`src/hdl/trs_pkg.sv`:
```
`default_nettype none
// ----------------------------------------------------------------------------
// trs_pkg
// Shared types and constants of the one-second track resampler.
// ----------------------------------------------------------------------------
package trs_pkg;

   localparam int TIME_W   = 32;   // Q16.16 seconds
   localparam int VAL_W    = 33;   // any point field, sign- or zero-extended
   localparam int DIFF_W   = 34;   // difference of two fields
   localparam int MAG_W    = 33;   // magnitude of a difference
   localparam int Q_W      = 34;   // signed quotient and accumulator
   localparam int GAP_W    = 22;   // saturated gap, Q6.16
   localparam int CNT_W    = 6;    // whole seconds of a gap
   localparam int FRAC_W   = 16;
   localparam int NUM_W    = MAG_W + FRAC_W;
   localparam int STEP_W   = 6;    // divider step counter
   localparam int SEC_W    = 24;
   localparam int FIELDS   = 5;
   localparam int FLD_W    = 3;
   localparam int IN_W     = 136;
   localparam int OUT_W    = 128;

   localparam logic [FLD_W-1:0] FLD_X     = 3'd0;
   localparam logic [FLD_W-1:0] FLD_Y     = 3'd1;
   localparam logic [FLD_W-1:0] FLD_ELEV  = 3'd2;
   localparam logic [FLD_W-1:0] FLD_HR    = 3'd3;
   localparam logic [FLD_W-1:0] FLD_PACE  = 3'd4;

   localparam logic [TIME_W-1:0] ONE_SECOND = 32'h0001_0000;

   typedef enum logic [2:0] {
      ST_IDLE,
      ST_CHECK,
      ST_DIV_START,
      ST_DIV_WAIT,
      ST_EMIT,
      ST_UPDATE,
      ST_FINAL
   } state_type;

   typedef struct packed {
      logic             capture;
      logic             anchor_load;
      logic             gap_load;
      logic             div_start;
      logic             div_store;
      logic             emit_step;
      logic             anchor_step;
      logic             final_emit;
      logic [FLD_W-1:0] field;
   } cmd_type;

   typedef struct packed {
      logic anchor_valid;
      logic gap_big;
      logic final_point;
      logic div_done;
      logic emit_last;
      logic out_free;
   } status_type;

endpackage
`default_nettype wire

```
`src/hdl/trs_div.sv`:
```
`default_nettype none
// ----------------------------------------------------------------------------
// trs_div
// Restoring divider, one quotient bit per cycle.
// ----------------------------------------------------------------------------
module trs_div (
   input  wire                          clock,
   input  wire                          reset,
   input  wire                          start,
   input  wire [trs_pkg::NUM_W-1:0]     num,
   input  wire [trs_pkg::GAP_W-1:0]     den,
   output logic                         done,
   output logic [trs_pkg::NUM_W-1:0]    quo,
   output logic [trs_pkg::GAP_W-1:0]    rem
);
   import trs_pkg::*;

   logic                busy_ff, busy_in;
   logic [STEP_W-1:0]   step_ff, step_in;
   logic [NUM_W-1:0]    rq_ff, rq_in;
   logic [GAP_W-1:0]    rem_ff, rem_in;
   logic                done_ff, done_in;
   logic [GAP_W:0]      trial;
   logic                fits;

   assign trial = {rem_ff, rq_ff[NUM_W-1]};
   assign fits  = trial >= {1'b0, den};

   always_comb begin
      busy_in = busy_ff;
      step_in = step_ff;
      rq_in   = rq_ff;
      rem_in  = rem_ff;
      done_in = 1'b0;
      if (start) begin
         busy_in = 1'b1;
         step_in = '0;
         rq_in   = num;
         rem_in  = '0;
      end else if (busy_ff) begin
         rq_in   = {rq_ff[NUM_W-2:0], fits};
         rem_in  = fits ? GAP_W'(trial - {1'b0, den}) : trial[GAP_W-1:0];
         step_in = step_ff + 1'b1;
         if (step_ff == STEP_W'(NUM_W - 1)) begin
            busy_in = 1'b0;
            done_in = 1'b1;
         end
      end
   end

   always_ff @(posedge clock) begin
      if (reset) begin
         busy_ff <= 1'b0;
         done_ff <= 1'b0;
         step_ff <= '0;
      end else begin
         busy_ff <= busy_in;
         done_ff <= done_in;
         step_ff <= step_in;
      end
      rq_ff  <= rq_in;
      rem_ff <= rem_in;
   end

   assign done = done_ff;
   assign quo  = rq_ff;
   assign rem  = rem_ff;

endmodule
`default_nettype wire

```
`src/hdl/trs_ctrl.sv`:
```
`default_nettype none
// ----------------------------------------------------------------------------
// trs_ctrl
// Sequencer: gap check, five field divisions, emission loop, final point.
// ----------------------------------------------------------------------------
module trs_ctrl (
   input  wire                   clock,
   input  wire                   reset,
   input  wire                   req_tvalid,
   output logic                  req_tready,
   input  trs_pkg::status_type   status,
   output trs_pkg::cmd_type      cmd
);
   import trs_pkg::*;

   state_type        state_ff, state_in;
   logic [FLD_W-1:0] field_ff, field_in;

   always_ff @(posedge clock) begin
      if (reset) begin
         state_ff <= ST_IDLE;
         field_ff <= '0;
      end else begin
         state_ff <= state_in;
         field_ff <= field_in;
      end
   end

   always_comb begin
      state_in   = state_ff;
      field_in   = field_ff;
      cmd        = '0;
      cmd.field  = field_ff;
      req_tready = 1'b0;
      unique case (state_ff)
         ST_IDLE: begin
            req_tready = 1'b1;
            if (req_tvalid) begin
               cmd.capture = 1'b1;
               state_in    = ST_CHECK;
            end
         end
         ST_CHECK: begin
            if (!status.anchor_valid) begin
               cmd.anchor_load = 1'b1;
               state_in = status.final_point ? ST_FINAL : ST_IDLE;
            end else if (status.gap_big) begin
               cmd.gap_load = 1'b1;
               field_in     = FLD_X;
               state_in     = ST_DIV_START;
            end else begin
               state_in = status.final_point ? ST_FINAL : ST_IDLE;
            end
         end
         ST_DIV_START: begin
            cmd.div_start = 1'b1;
            state_in      = ST_DIV_WAIT;
         end
         ST_DIV_WAIT: begin
            if (status.div_done) begin
               cmd.div_store = 1'b1;
               if (field_ff == FLD_PACE) begin
                  state_in = ST_EMIT;
               end else begin
                  field_in = field_ff + 1'b1;
                  state_in = ST_DIV_START;
               end
            end
         end
         ST_EMIT: begin
            if (status.out_free) begin
               cmd.emit_step = 1'b1;
               if (status.emit_last) state_in = ST_UPDATE;
            end
         end
         ST_UPDATE: begin
            cmd.anchor_step = 1'b1;
            state_in = status.final_point ? ST_FINAL : ST_IDLE;
         end
         ST_FINAL: begin
            if (status.out_free) begin
               cmd.final_emit = 1'b1;
               state_in       = ST_IDLE;
            end
         end
         default: state_in = ST_IDLE;
      endcase
   end

endmodule
`default_nettype wire

```
`src/hdl/trs_dp.sv`:
```
`default_nettype none
// ----------------------------------------------------------------------------
// trs_dp
// Anchor, gap, per-field step quotients, accumulators and output register.
// ----------------------------------------------------------------------------
module trs_dp #(
   parameter int MAX_GAP_SECONDS = 63
) (
   input  wire                        clock,
   input  wire                        reset,
   input  trs_pkg::cmd_type           cmd,
   output trs_pkg::status_type        status,
   input  wire [trs_pkg::IN_W-1:0]    req_tdata,
   input  wire                        req_tlast,
   output logic                       rsp_tvalid,
   input  wire                        rsp_tready,
   output logic [trs_pkg::OUT_W-1:0]  rsp_tdata,
   output logic                       rsp_tlast
);
   import trs_pkg::*;

   localparam logic [TIME_W-1:0] CAP = TIME_W'(MAX_GAP_SECONDS) << FRAC_W;

   logic [TIME_W-1:0]              in_time_ff;
   logic signed [VAL_W-1:0]        in_val_ff  [FIELDS];
   logic                           in_fin_ff;
   logic [TIME_W-1:0]              anc_time_ff;
   logic signed [VAL_W-1:0]        anc_val_ff [FIELDS];
   logic                           anc_valid_ff;
   logic [SEC_W-1:0]               sec_ff;
   logic [GAP_W-1:0]               gap_ff;
   logic [CNT_W-1:0]               k_ff;
   logic signed [Q_W-1:0]          step_q_ff  [FIELDS];
   logic [GAP_W-1:0]               step_r_ff  [FIELDS];
   logic signed [Q_W-1:0]          acc_q_ff   [FIELDS];
   logic [GAP_W-1:0]               acc_r_ff   [FIELDS];
   logic                           neg_ff;
   logic                           out_valid_ff;
   logic [OUT_W-1:0]               out_data_ff;
   logic                           out_last_ff;

   logic [TIME_W:0]                gap_full;
   logic [TIME_W-1:0]              gap_sat;
   logic signed [DIFF_W-1:0]       diff;
   logic [MAG_W-1:0]               mag;
   logic                           div_done;
   logic [NUM_W-1:0]               div_quo;
   logic [GAP_W-1:0]               div_rem;
   logic [Q_W-1:0]                 q_mag;
   logic signed [Q_W-1:0]          q_fix;
   logic [GAP_W-1:0]               r_fix;
   logic signed [Q_W-1:0]          cur    [FIELDS];
   logic signed [Q_W-1:0]          q_next [FIELDS];
   logic [GAP_W-1:0]               r_next [FIELDS];
   logic [OUT_W-1:0]               emit_data;
   logic [OUT_W-1:0]               anc_data;
   logic                           out_free;

   assign gap_full = {1'b0, in_time_ff} - {1'b0, anc_time_ff};
   assign gap_sat  = (gap_full[TIME_W-1:0] > CAP) ? CAP : gap_full[TIME_W-1:0];

   assign diff = DIFF_W'(in_val_ff[cmd.field]) - DIFF_W'(anc_val_ff[cmd.field]);
   assign mag  = diff[DIFF_W-1] ? MAG_W'(-diff) : MAG_W'(diff);

   trs_div u_div (
      .clock (clock),
      .reset (reset),
      .start (cmd.div_start),
      .num   ({mag, {FRAC_W{1'b0}}}),
      .den   (gap_ff),
      .done  (div_done),
      .quo   (div_quo),
      .rem   (div_rem)
   );

   // floor division: a negative numerator with a remainder rounds one further down
   assign q_mag = div_quo[Q_W-1:0];
   always_comb begin
      q_fix = q_mag;
      r_fix = div_rem;
      if (neg_ff) begin
         if (div_rem == '0) begin
            q_fix = -q_mag;
         end else begin
            q_fix = ~q_mag;
            r_fix = gap_ff - div_rem;
         end
      end
   end

   always_comb begin
      logic [GAP_W:0] r_sum;
      for (int i = 0; i < FIELDS; i++) begin
         cur[i] = Q_W'(anc_val_ff[i]) + acc_q_ff[i];
         r_sum  = {1'b0, acc_r_ff[i]} + {1'b0, step_r_ff[i]};
         if (r_sum >= {1'b0, gap_ff}) begin
            r_next[i] = GAP_W'(r_sum - {1'b0, gap_ff});
            q_next[i] = acc_q_ff[i] + step_q_ff[i] + Q_W'(1);
         end else begin
            r_next[i] = r_sum[GAP_W-1:0];
            q_next[i] = acc_q_ff[i] + step_q_ff[i];
         end
      end
   end

   assign emit_data = {cur[FLD_PACE][15:0], cur[FLD_HR][7:0], cur[FLD_ELEV][15:0],
                       cur[FLD_Y][31:0], cur[FLD_X][31:0], sec_ff};
   assign anc_data  = {anc_val_ff[FLD_PACE][15:0], anc_val_ff[FLD_HR][7:0],
                       anc_val_ff[FLD_ELEV][15:0], anc_val_ff[FLD_Y][31:0],
                       anc_val_ff[FLD_X][31:0], sec_ff};

   assign out_free = !out_valid_ff || rsp_tready;

   always_ff @(posedge clock) begin
      if (cmd.capture) begin
         in_time_ff          <= req_tdata[31:0];
         in_val_ff[FLD_X]    <= VAL_W'($signed(req_tdata[63:32]));
         in_val_ff[FLD_Y]    <= VAL_W'($signed(req_tdata[95:64]));
         in_val_ff[FLD_ELEV] <= VAL_W'($signed(req_tdata[111:96]));
         in_val_ff[FLD_HR]   <= VAL_W'({1'b0, req_tdata[119:112]});
         in_val_ff[FLD_PACE] <= VAL_W'({1'b0, req_tdata[135:120]});
         in_fin_ff           <= req_tlast;
      end
      if (cmd.gap_load) begin
         gap_ff <= gap_sat[GAP_W-1:0];
         k_ff   <= '0;
         for (int i = 0; i < FIELDS; i++) begin
            acc_q_ff[i] <= '0;
            acc_r_ff[i] <= '0;
         end
      end
      if (cmd.div_start) neg_ff <= diff[DIFF_W-1];
      if (cmd.div_store) begin
         step_q_ff[cmd.field] <= q_fix;
         step_r_ff[cmd.field] <= r_fix;
      end
      if (cmd.emit_step) begin
         k_ff <= k_ff + 1'b1;
         for (int i = 0; i < FIELDS; i++) begin
            acc_q_ff[i] <= q_next[i];
            acc_r_ff[i] <= r_next[i];
         end
      end
      if (cmd.emit_step || cmd.final_emit) begin
         out_data_ff <= cmd.final_emit ? anc_data : emit_data;
         out_last_ff <= cmd.final_emit;
      end
   end

   always_ff @(posedge clock) begin
      if (reset) begin
         anc_time_ff  <= '0;
         anc_valid_ff <= 1'b0;
         sec_ff       <= '0;
         out_valid_ff <= 1'b0;
         for (int i = 0; i < FIELDS; i++) anc_val_ff[i] <= '0;
      end else begin
         if (cmd.anchor_load) begin
            anc_time_ff  <= in_time_ff;
            anc_valid_ff <= 1'b1;
            for (int i = 0; i < FIELDS; i++) anc_val_ff[i] <= in_val_ff[i];
         end
         if (cmd.anchor_step) begin
            anc_time_ff <= anc_time_ff + {gap_ff[GAP_W-1:FRAC_W], {FRAC_W{1'b0}}};
            for (int i = 0; i < FIELDS; i++) anc_val_ff[i] <= cur[i][VAL_W-1:0];
         end
         if (cmd.emit_step) sec_ff <= sec_ff + 1'b1;
         if (cmd.final_emit) begin
            anc_valid_ff <= 1'b0;
            sec_ff       <= '0;
         end
         if (cmd.emit_step || cmd.final_emit) out_valid_ff <= 1'b1;
         else if (rsp_tready)                 out_valid_ff <= 1'b0;
      end
   end

   assign status.anchor_valid = anc_valid_ff;
   assign status.gap_big      = !gap_full[TIME_W] && (gap_full[TIME_W-1:0] > ONE_SECOND);
   assign status.final_point  = in_fin_ff;
   assign status.div_done     = div_done;
   assign status.emit_last    = (k_ff == gap_ff[GAP_W-1:FRAC_W] - 1'b1);
   assign status.out_free     = out_free;

   assign rsp_tvalid = out_valid_ff;
   assign rsp_tdata  = out_data_ff;
   assign rsp_tlast  = out_last_ff;

endmodule
`default_nettype wire

```
`src/hdl/track_resampler_one_second.sv`:
```
`default_nettype none
// ----------------------------------------------------------------------------
// track_resampler_one_second
// Resamples a time-stamped track to points one second apart.
// ----------------------------------------------------------------------------
// Points enter in time order; points no more than one second after the anchor
// are dropped. A later point opens a segment of floor(gap) seconds (gap capped
// at MAX_GAP_SECONDS) that comes out as linearly interpolated points, one per
// cycle while the sink takes them. Before a segment's first result the five
// fields are divided in turn on one shared bit-serial divider. A final point
// (tlast) is followed by the anchor with rsp_tlast set. One item is worked on
// at a time.
module track_resampler_one_second #(
   parameter int MAX_GAP_SECONDS = 63
) (
   input  wire                        clock,
   input  wire                        reset,
   input  wire                        req_tvalid,
   output logic                       req_tready,
   // sample_time[31:0], pos_x[63:32], pos_y[95:64], elevation[111:96],
   // heart_rate[119:112], pace[135:120]
   input  wire [trs_pkg::IN_W-1:0]    req_tdata,
   input  wire                        req_tlast,     // final_point
   output logic                       rsp_tvalid,
   input  wire                        rsp_tready,
   // second_index[23:0], out_x[55:24], out_y[87:56], out_elevation[103:88],
   // out_heart_rate[111:104], out_pace[127:112]
   output logic [trs_pkg::OUT_W-1:0]  rsp_tdata,
   output logic                       rsp_tlast      // end_of_track
);
   import trs_pkg::*;

   cmd_type    cmd;
   status_type status;

   trs_ctrl u_ctrl (
      .clock      (clock),
      .reset      (reset),
      .req_tvalid (req_tvalid),
      .req_tready (req_tready),
      .status     (status),
      .cmd        (cmd)
   );

   trs_dp #(.MAX_GAP_SECONDS(MAX_GAP_SECONDS)) u_dp (
      .clock      (clock),
      .reset      (reset),
      .cmd        (cmd),
      .status     (status),
      .req_tdata  (req_tdata),
      .req_tlast  (req_tlast),
      .rsp_tvalid (rsp_tvalid),
      .rsp_tready (rsp_tready),
      .rsp_tdata  (rsp_tdata),
      .rsp_tlast  (rsp_tlast)
   );

endmodule
`default_nettype wire

```
`config.mk`:
```
export PLATFORM = sky130hd
export DESIGN_NAME = track_resampler_one_second
export DESIGN_NICKNAME = d
export VERILOG_FILES = /design/src/hdl/trs_pkg.sv /design/src/hdl/trs_div.sv /design/src/hdl/trs_ctrl.sv /design/src/hdl/trs_dp.sv /design/src/hdl/track_resampler_one_second.sv
export SDC_FILE = /design/constraint.sdc
export NUM_CORES = 2
export LEC_CHECK = 0
export BUFFER_PORTS_ARGS = -buffer_cell sky130_fd_sc_hd__buf_2
export CORE_ASPECT_RATIO = 0.5
export CORE_MARGIN = 10
export CORE_UTILIZATION = 40
export DETAILED_ROUTE_END_ITERATION = 8
export SLEW_MARGIN = 15
export SYNTH_ARGS = -nofsm -noshare
export SYNTH_HDL_FRONTEND = slang
export SYNTH_SLANG_ARGS = --single-unit
```
`constraint.sdc`:
```
create_clock -name clock -period 29.1 [get_ports clock]
set_input_delay 5.82 -clock clock [delete_from_list [all_inputs] [get_ports clock]]
set_output_delay 5.82 -clock clock [all_outputs]
set_load 0.05 [all_outputs]
```
* Word level (Yosys, flattened, before mapping)
Memories as Yosys holds them, arrays and structs flattened. A register that Yosys moved wholly into a read port is not among the register bits.
Index checks and enable logic that the tools add are counted.
** Word-level totals
- Memories kept :: 6
- Memory bits (writable) :: 890
- Bits in registers :: 334
- Logic and storage cells :: 224
- Output and inout port bits :: 131
** Memory list
- u_dp.acc_q_ff :: words 5, bits a word 34, read ports 5, clocked after memory_dff 0, write ports 5, RTL line trs_dp.sv:35 : logic signed [Q_W-1:0] acc_q_ff [FIELDS];
- u_dp.step_q_ff :: words 5, bits a word 34, read ports 5, clocked after memory_dff 0, write ports 1, RTL line trs_dp.sv:33 : logic signed [Q_W-1:0] step_q_ff [FIELDS];
- u_dp.anc_val_ff :: words 5, bits a word 33, read ports 6, clocked after memory_dff 1, write ports 5, RTL line trs_dp.sv:28 : logic signed [VAL_W-1:0] anc_val_ff [FIELDS];
- u_dp.in_val_ff :: words 5, bits a word 33, read ports 6, clocked after memory_dff 1, write ports 5, RTL line trs_dp.sv:25 : logic signed [VAL_W-1:0] in_val_ff [FIELDS];
- u_dp.acc_r_ff :: words 5, bits a word 22, read ports 5, clocked after memory_dff 0, write ports 5, RTL line trs_dp.sv:36 : logic [GAP_W-1:0] acc_r_ff [FIELDS];
- u_dp.step_r_ff :: words 5, bits a word 22, read ports 5, clocked after memory_dff 0, write ports 1, RTL line trs_dp.sv:34 : logic [GAP_W-1:0] step_r_ff [FIELDS];
** Cells by class
- Equality and inequality tests :: 17
- $lt $le $gt $ge :: 8
- Reductions and logical operators :: 17
- Add/sub/neg operators :: 37
- Mux-type cells :: 98
- Bitwise operators :: 22
** Operators with widths (number)
- two-way mux 34 bit :: 12
- two-way mux 33 bit :: 11
- two-way mux 22 bit :: 13
- adder 34 x 2 -> 34 bit (second input constant) :: 5
- adder 34 bit :: 5
- adder 33 bit :: 5
- subtractor 22 bit :: 7
- >= comparator 23 x 22 -> 1 bit :: 6
- two-way mux 128 bit :: 1
- adder 22 x 22 -> 23 bit :: 5
- two-way mux 49 bit :: 2
- two-way mux 32 bit :: 2
- two-way mux 3 bit :: 17
- two-way mux 1 bit :: 35
- negation 34 bit :: 1
- NOT 34 bit :: 1
- subtractor 33 x 33 -> 34 bit :: 1
- negation 33 bit :: 1
- subtractor 32 x 32 -> 33 bit :: 1
- adder 32 x 22 -> 32 bit :: 1
- > comparator 32 x 17 -> 1 bit (second input constant) :: 1
- > comparator 32 x 22 -> 1 bit (second input constant) :: 1
- adder 24 x 1 -> 24 bit (second input constant) :: 1
- logical NOT 22 bit :: 1
- 24 further kinds :: 63

* Depth between registers and ports, before layout
- Depth in word-level cells :: 11
- Gate-level depth with buffers :: 25

* By module
Synthesis repeated with hierarchy kept, for this count alone.
** Unflattened totals
- Cell total of the unflattened synthesis :: 8124
- Area total of the unflattened synthesis :: 80883.8 µm²
** By module, submodules not included
- trs_dp :: times used 1, seq. area each 31490.2 µm², cells an instance 7626, area an instance 75780.2 µm²
- trs_div :: times used 1, seq. area each 2072.0 µm², cells an instance 435, area an instance 4630.7 µm²
- trs_ctrl :: times used 1, seq. area each 120.1 µm², cells an instance 63, area an instance 473.0 µm²

* Least setup slack after synthesis
Ideal clock, no wire load.
- Path kind :: in2reg
- From :: in rsp_tready
- To :: mem u_dp.acc_q_ff[0][0], enable pin
- Setup slack :: 11.824 ns
- Arrival :: 16.621 ns
- Setup time :: 0.655 ns
- Stages on the path :: 8
- Path through :: nand2b_1 -> nor2b_1 -> clkbuf_1 -> or2b_2 -> clkbuf_1 -> clkbuf_1 -> buf_1 -> nand2_1
** RTL lines
- start, declared :: RTL line track_resampler_one_second.sv:25 : input wire rsp_tready,
- end, declared :: RTL line trs_dp.sv:35

==> reports/qor.log <==
[outcome] outcome completed
[synth] Cell Area, Synth 80400 um^2
[timing] setup repair after global routing missed its margin false
[timing] share of the clock period used by the worst path 29.6%
[timing] Final Skew 0.0614 ns
[critical_path] startpoint-to-endpoint class of the critical path in2reg
[routing] 1st-iter DRT viols 6766
[clocking] clock edge transition at the registers on the reported setup and hold paths 0.06 ns
[cells_and_area] final cell count without fillers 11242
[cells_and_area] Layout Area Growth over Synthesis 10.9%
[power_and_ir_drop] largest voltage drop on the vdd net 0.0809 mV
[floorplanning] Core Area 200000 um^2
[synth] top-area cell type share of the netlist area 39.0%
[critical_path] capturing element type of the critical path flip-flop
[global_route] antenna violations before repair 32
[routing] WL per Instance 22.9 um
[floorplanning] area of the die 220000 um^2
[routing] number of DRC violations after detailed routing 0
[timing] remaining max-slew budget at the tightest pin 14.2%
[placement] placed cell count 11009
[synth] count of different cell masters after synthesis 102
[clocking] post-CTS setup buffer count 0
[global_route] total routing resource utilization after global routing 22.4%
[synth] biggest area consumer among synthesized cells edfxtp_1
[placement] Final HPWL DP 193000 um
[synth] FF+latch count, synth 1156
[timing] fin. max-slew vios 0
[synth] gate count of the mapped netlist 8241
[placement] final weighted congestion in routability-driven placement 0.943
[synth] sequential element share of the synthesized area 41.8%
[timing] Total Neg Setup Slack 0 ns
[clocking] clock latency reported for the late side of the worst-skew pair 0.80 ns
[critical_path] list of cells traversed by the critical path buf_2 -> nand2b_1 -> nor2b_4 -> or2b_4 -> nand2_4 -> buf_4 -> buf_4
[floorplanning] number of rows created at floorplan 116
[global_route] first-pass GRT wire length 382000 um
[min_path] path type of the worst min-delay path reg2reg
[synth] ranking of synthesized cells by area edfxtp_1 39%, ha_1 10%, xnor2_1 5.1%, a21oi_1 4.3%, nand2_1 3.7%
[timing] final setup violation count 0
[floorplanning] io pins 272
[routing] Final ANT Viol Nets 0
[power_and_ir_drop] static power due to leakage 35.2 nW
[cells_and_area] Final nets 9309
[cells_and_area] leading cell type in the layout, fill and taps excluded edfxtp_1
[timing] slew at the pin closest to its max-slew limit 1.28 ns
[timing] final hold viol count 0
[synth] number of enable-type register cells in the synthesized netlist 1043
[synth] average cell area after synthesis 9.75 um^2
[critical_path] sort of element at the start of the critical path input pin
[critical_path] CP arrival 9.03 ns
[critical_path] CP max-delay cell buf_4
[critical_path] maximum fanout encountered on the critical timing path 66
[synth] warning count from the yosys run 0
[clocking] deepest clock path buffer count 3
[critical_path] cell family with the largest share of critical-path delay buffers and inverters
[clocking] cells resized by post-CTS repair 0
[clocking] Clock Sink Count 1156
[clocking] Root Buffer Master clkbuf_16
[routing] detailed-route via count 65636
[power_and_ir_drop] P per Cell Area 100 nW/um^2
[routing] Routed Wire Length 258000 um
[global_route] total gr overflow 0
[synth] total nets after synthesis 9075
[synth] main flop type after synthesis edfxtp_1
[clocking] hold-fix buffers at CTS 0
[routing] Vias/cell 5.84
[critical_path] Critical Path Most Common Cell buf_4
[clocking] number of buffers created by CTS 119
[clocking] TritonCTS clock tree done
[clocking] # H-tree levels 3
[floorplanning] Chip Height 337 um
[global_route] maximum number of pins on one net before global-route repair 146
[routing] Pre-Repair DR Iteration Count 8
[timing] highest clock rate 116 MHz
[critical_path] CP max stage delay 0.88 ns
[run] max_cap viols 0
[timing] clock period minus worst slack 8.62 ns
[floorplanning] width of the chip 654 um
[synth] share of flip-flops with an asynchronous set or reset 0%
[floorplanning] Starting Density 40.2%
[global_route] vias in the first global route 61780
[placement] # port buffers 271
[cells_and_area] commonest cells after routing, fill and taps aside 1043 x edfxtp_1, 791 x nand2_1, 768 x nor2_1
[critical_path] buffers and inverters on the worst path 3
[cells_and_area] share of final-layout standard cells stronger than drive strength 1 8.85%
[critical_path] Worst EP required 29.51 ns
## power breakdown
part	switching [mW]	leakage, nW	internal (mW)
Clock	0.730	1.95	0.884
Combinational	2.98	22.4	1.64
Sequential	0.326	10.8	2.40
## tightest hold or removal path, delay by kind of cell, from the launching register on
family	cells	cell delay (ns)
and+or+nand+nor	1	0.05
DFF	1	0.30
AOI/OAI and AO/OA	1	0.05
## Yosys cell counts (70+ instances only)
cell type  count
a211oi_1      83
a21o_1       270
a21oi_1      683
a22o_1        85
a31oi_1       70
and3_1       110
clkbuf_1     237
dfxtp_1      113
edfxtp_1    1043
ha_1         668
inv_1        335
mux2i_1       92
nand2_1      793
nand2b_1     100
nand3_1      224
nand4_1       78
nor2_1       774
nor2b_1       88
nor3_1       156
o21a_1        89
o21ai_0      425
o21bai_1      81
or3_1         75
xnor2_1      472
xor2_1       270
## worst paths after layout
check | from | end | depth (start not counted) | slack [ns]
setup reg to reg | flip-flop | u_dp.u_div.quo[24] | 19 | 21.63
hold / removal | u_dp.anc_time_ff[7] | u_dp.anc_time_ff[7] | 2 | 0.45
setup / recovery | rsp_tready | u_dp.acc_q_ff[0][12] | 7 | 20.48
hold reg to reg | u_dp.anc_time_ff[7] | u_dp.anc_time_ff[7] | 2 | 0.45
## flip-flops by register name (all words and copies together), names as in the netlist, 49 cells and up, named ones only
signal,cells
u_dp.acc_r_ff,110
u_dp.anc_val_ff,165
u_dp.step_q_ff,165
u_dp.rsp_tdata,128
u_dp.u_div.quo,49
u_dp.step_r_ff,110
u_dp.acc_q_ff,165
u_dp.in_val_ff,104
## final cells by class
class	instances	area, um^2
Timing Repair Buffer	373	2160
Antenna cell	6	15.0
Sequential cell	1156	33600
Fill cell	18934	111000
Inverter	337	1270
Multi-Input combinational cell	6488	44800
Clock buffer	148	3230
Tap cell	2655	3320
Clock inverter	79	821
## cells by family after synthesis
logic type	count (synthesis)	share of synthesized area [%]
compound gates	2235	18.1
xor+xnor	742	8.08
fa+ha+maj	693	11.0
buf+inv	597	2.80
flops	1156	41.8
mux	160	2.67
simple gates	2658	15.6
## metrics by stage
step | instance area [um^2] | worst slack, ns | total power [mW] | hold slack [ns] | utilization [%]
detailed placement | 85100 | 19.68 | 7.28 | 0.446 | 42.6
CTS | 89200 | 20.50 | 8.92 | 0.455 | 44.6
global placement | 85100 | 19.69 | 7.26 | 0.443 | 42.6
finish | 89200 | 20.48 | 8.96 | 0.453 | 44.6
global route | 89200 | 20.36 | 9.50 | 0.471 | 44.6
floorplan | 80400 | 11.82 | 5.90 | 0.417 | -
## routing by layer
metal	track usage (%)	part of all wire, %	vias to the layer above	routed length (um)
li1	-	-	31102	-
met1	31.1	44	31836	112000
met2	36.5	45	2336	117000
met3	3.02	7.8	358	20000
met4	6.52	3.1	4	8120
met5	0	0.0054	-	14
(Power assumes the default switching activity.)
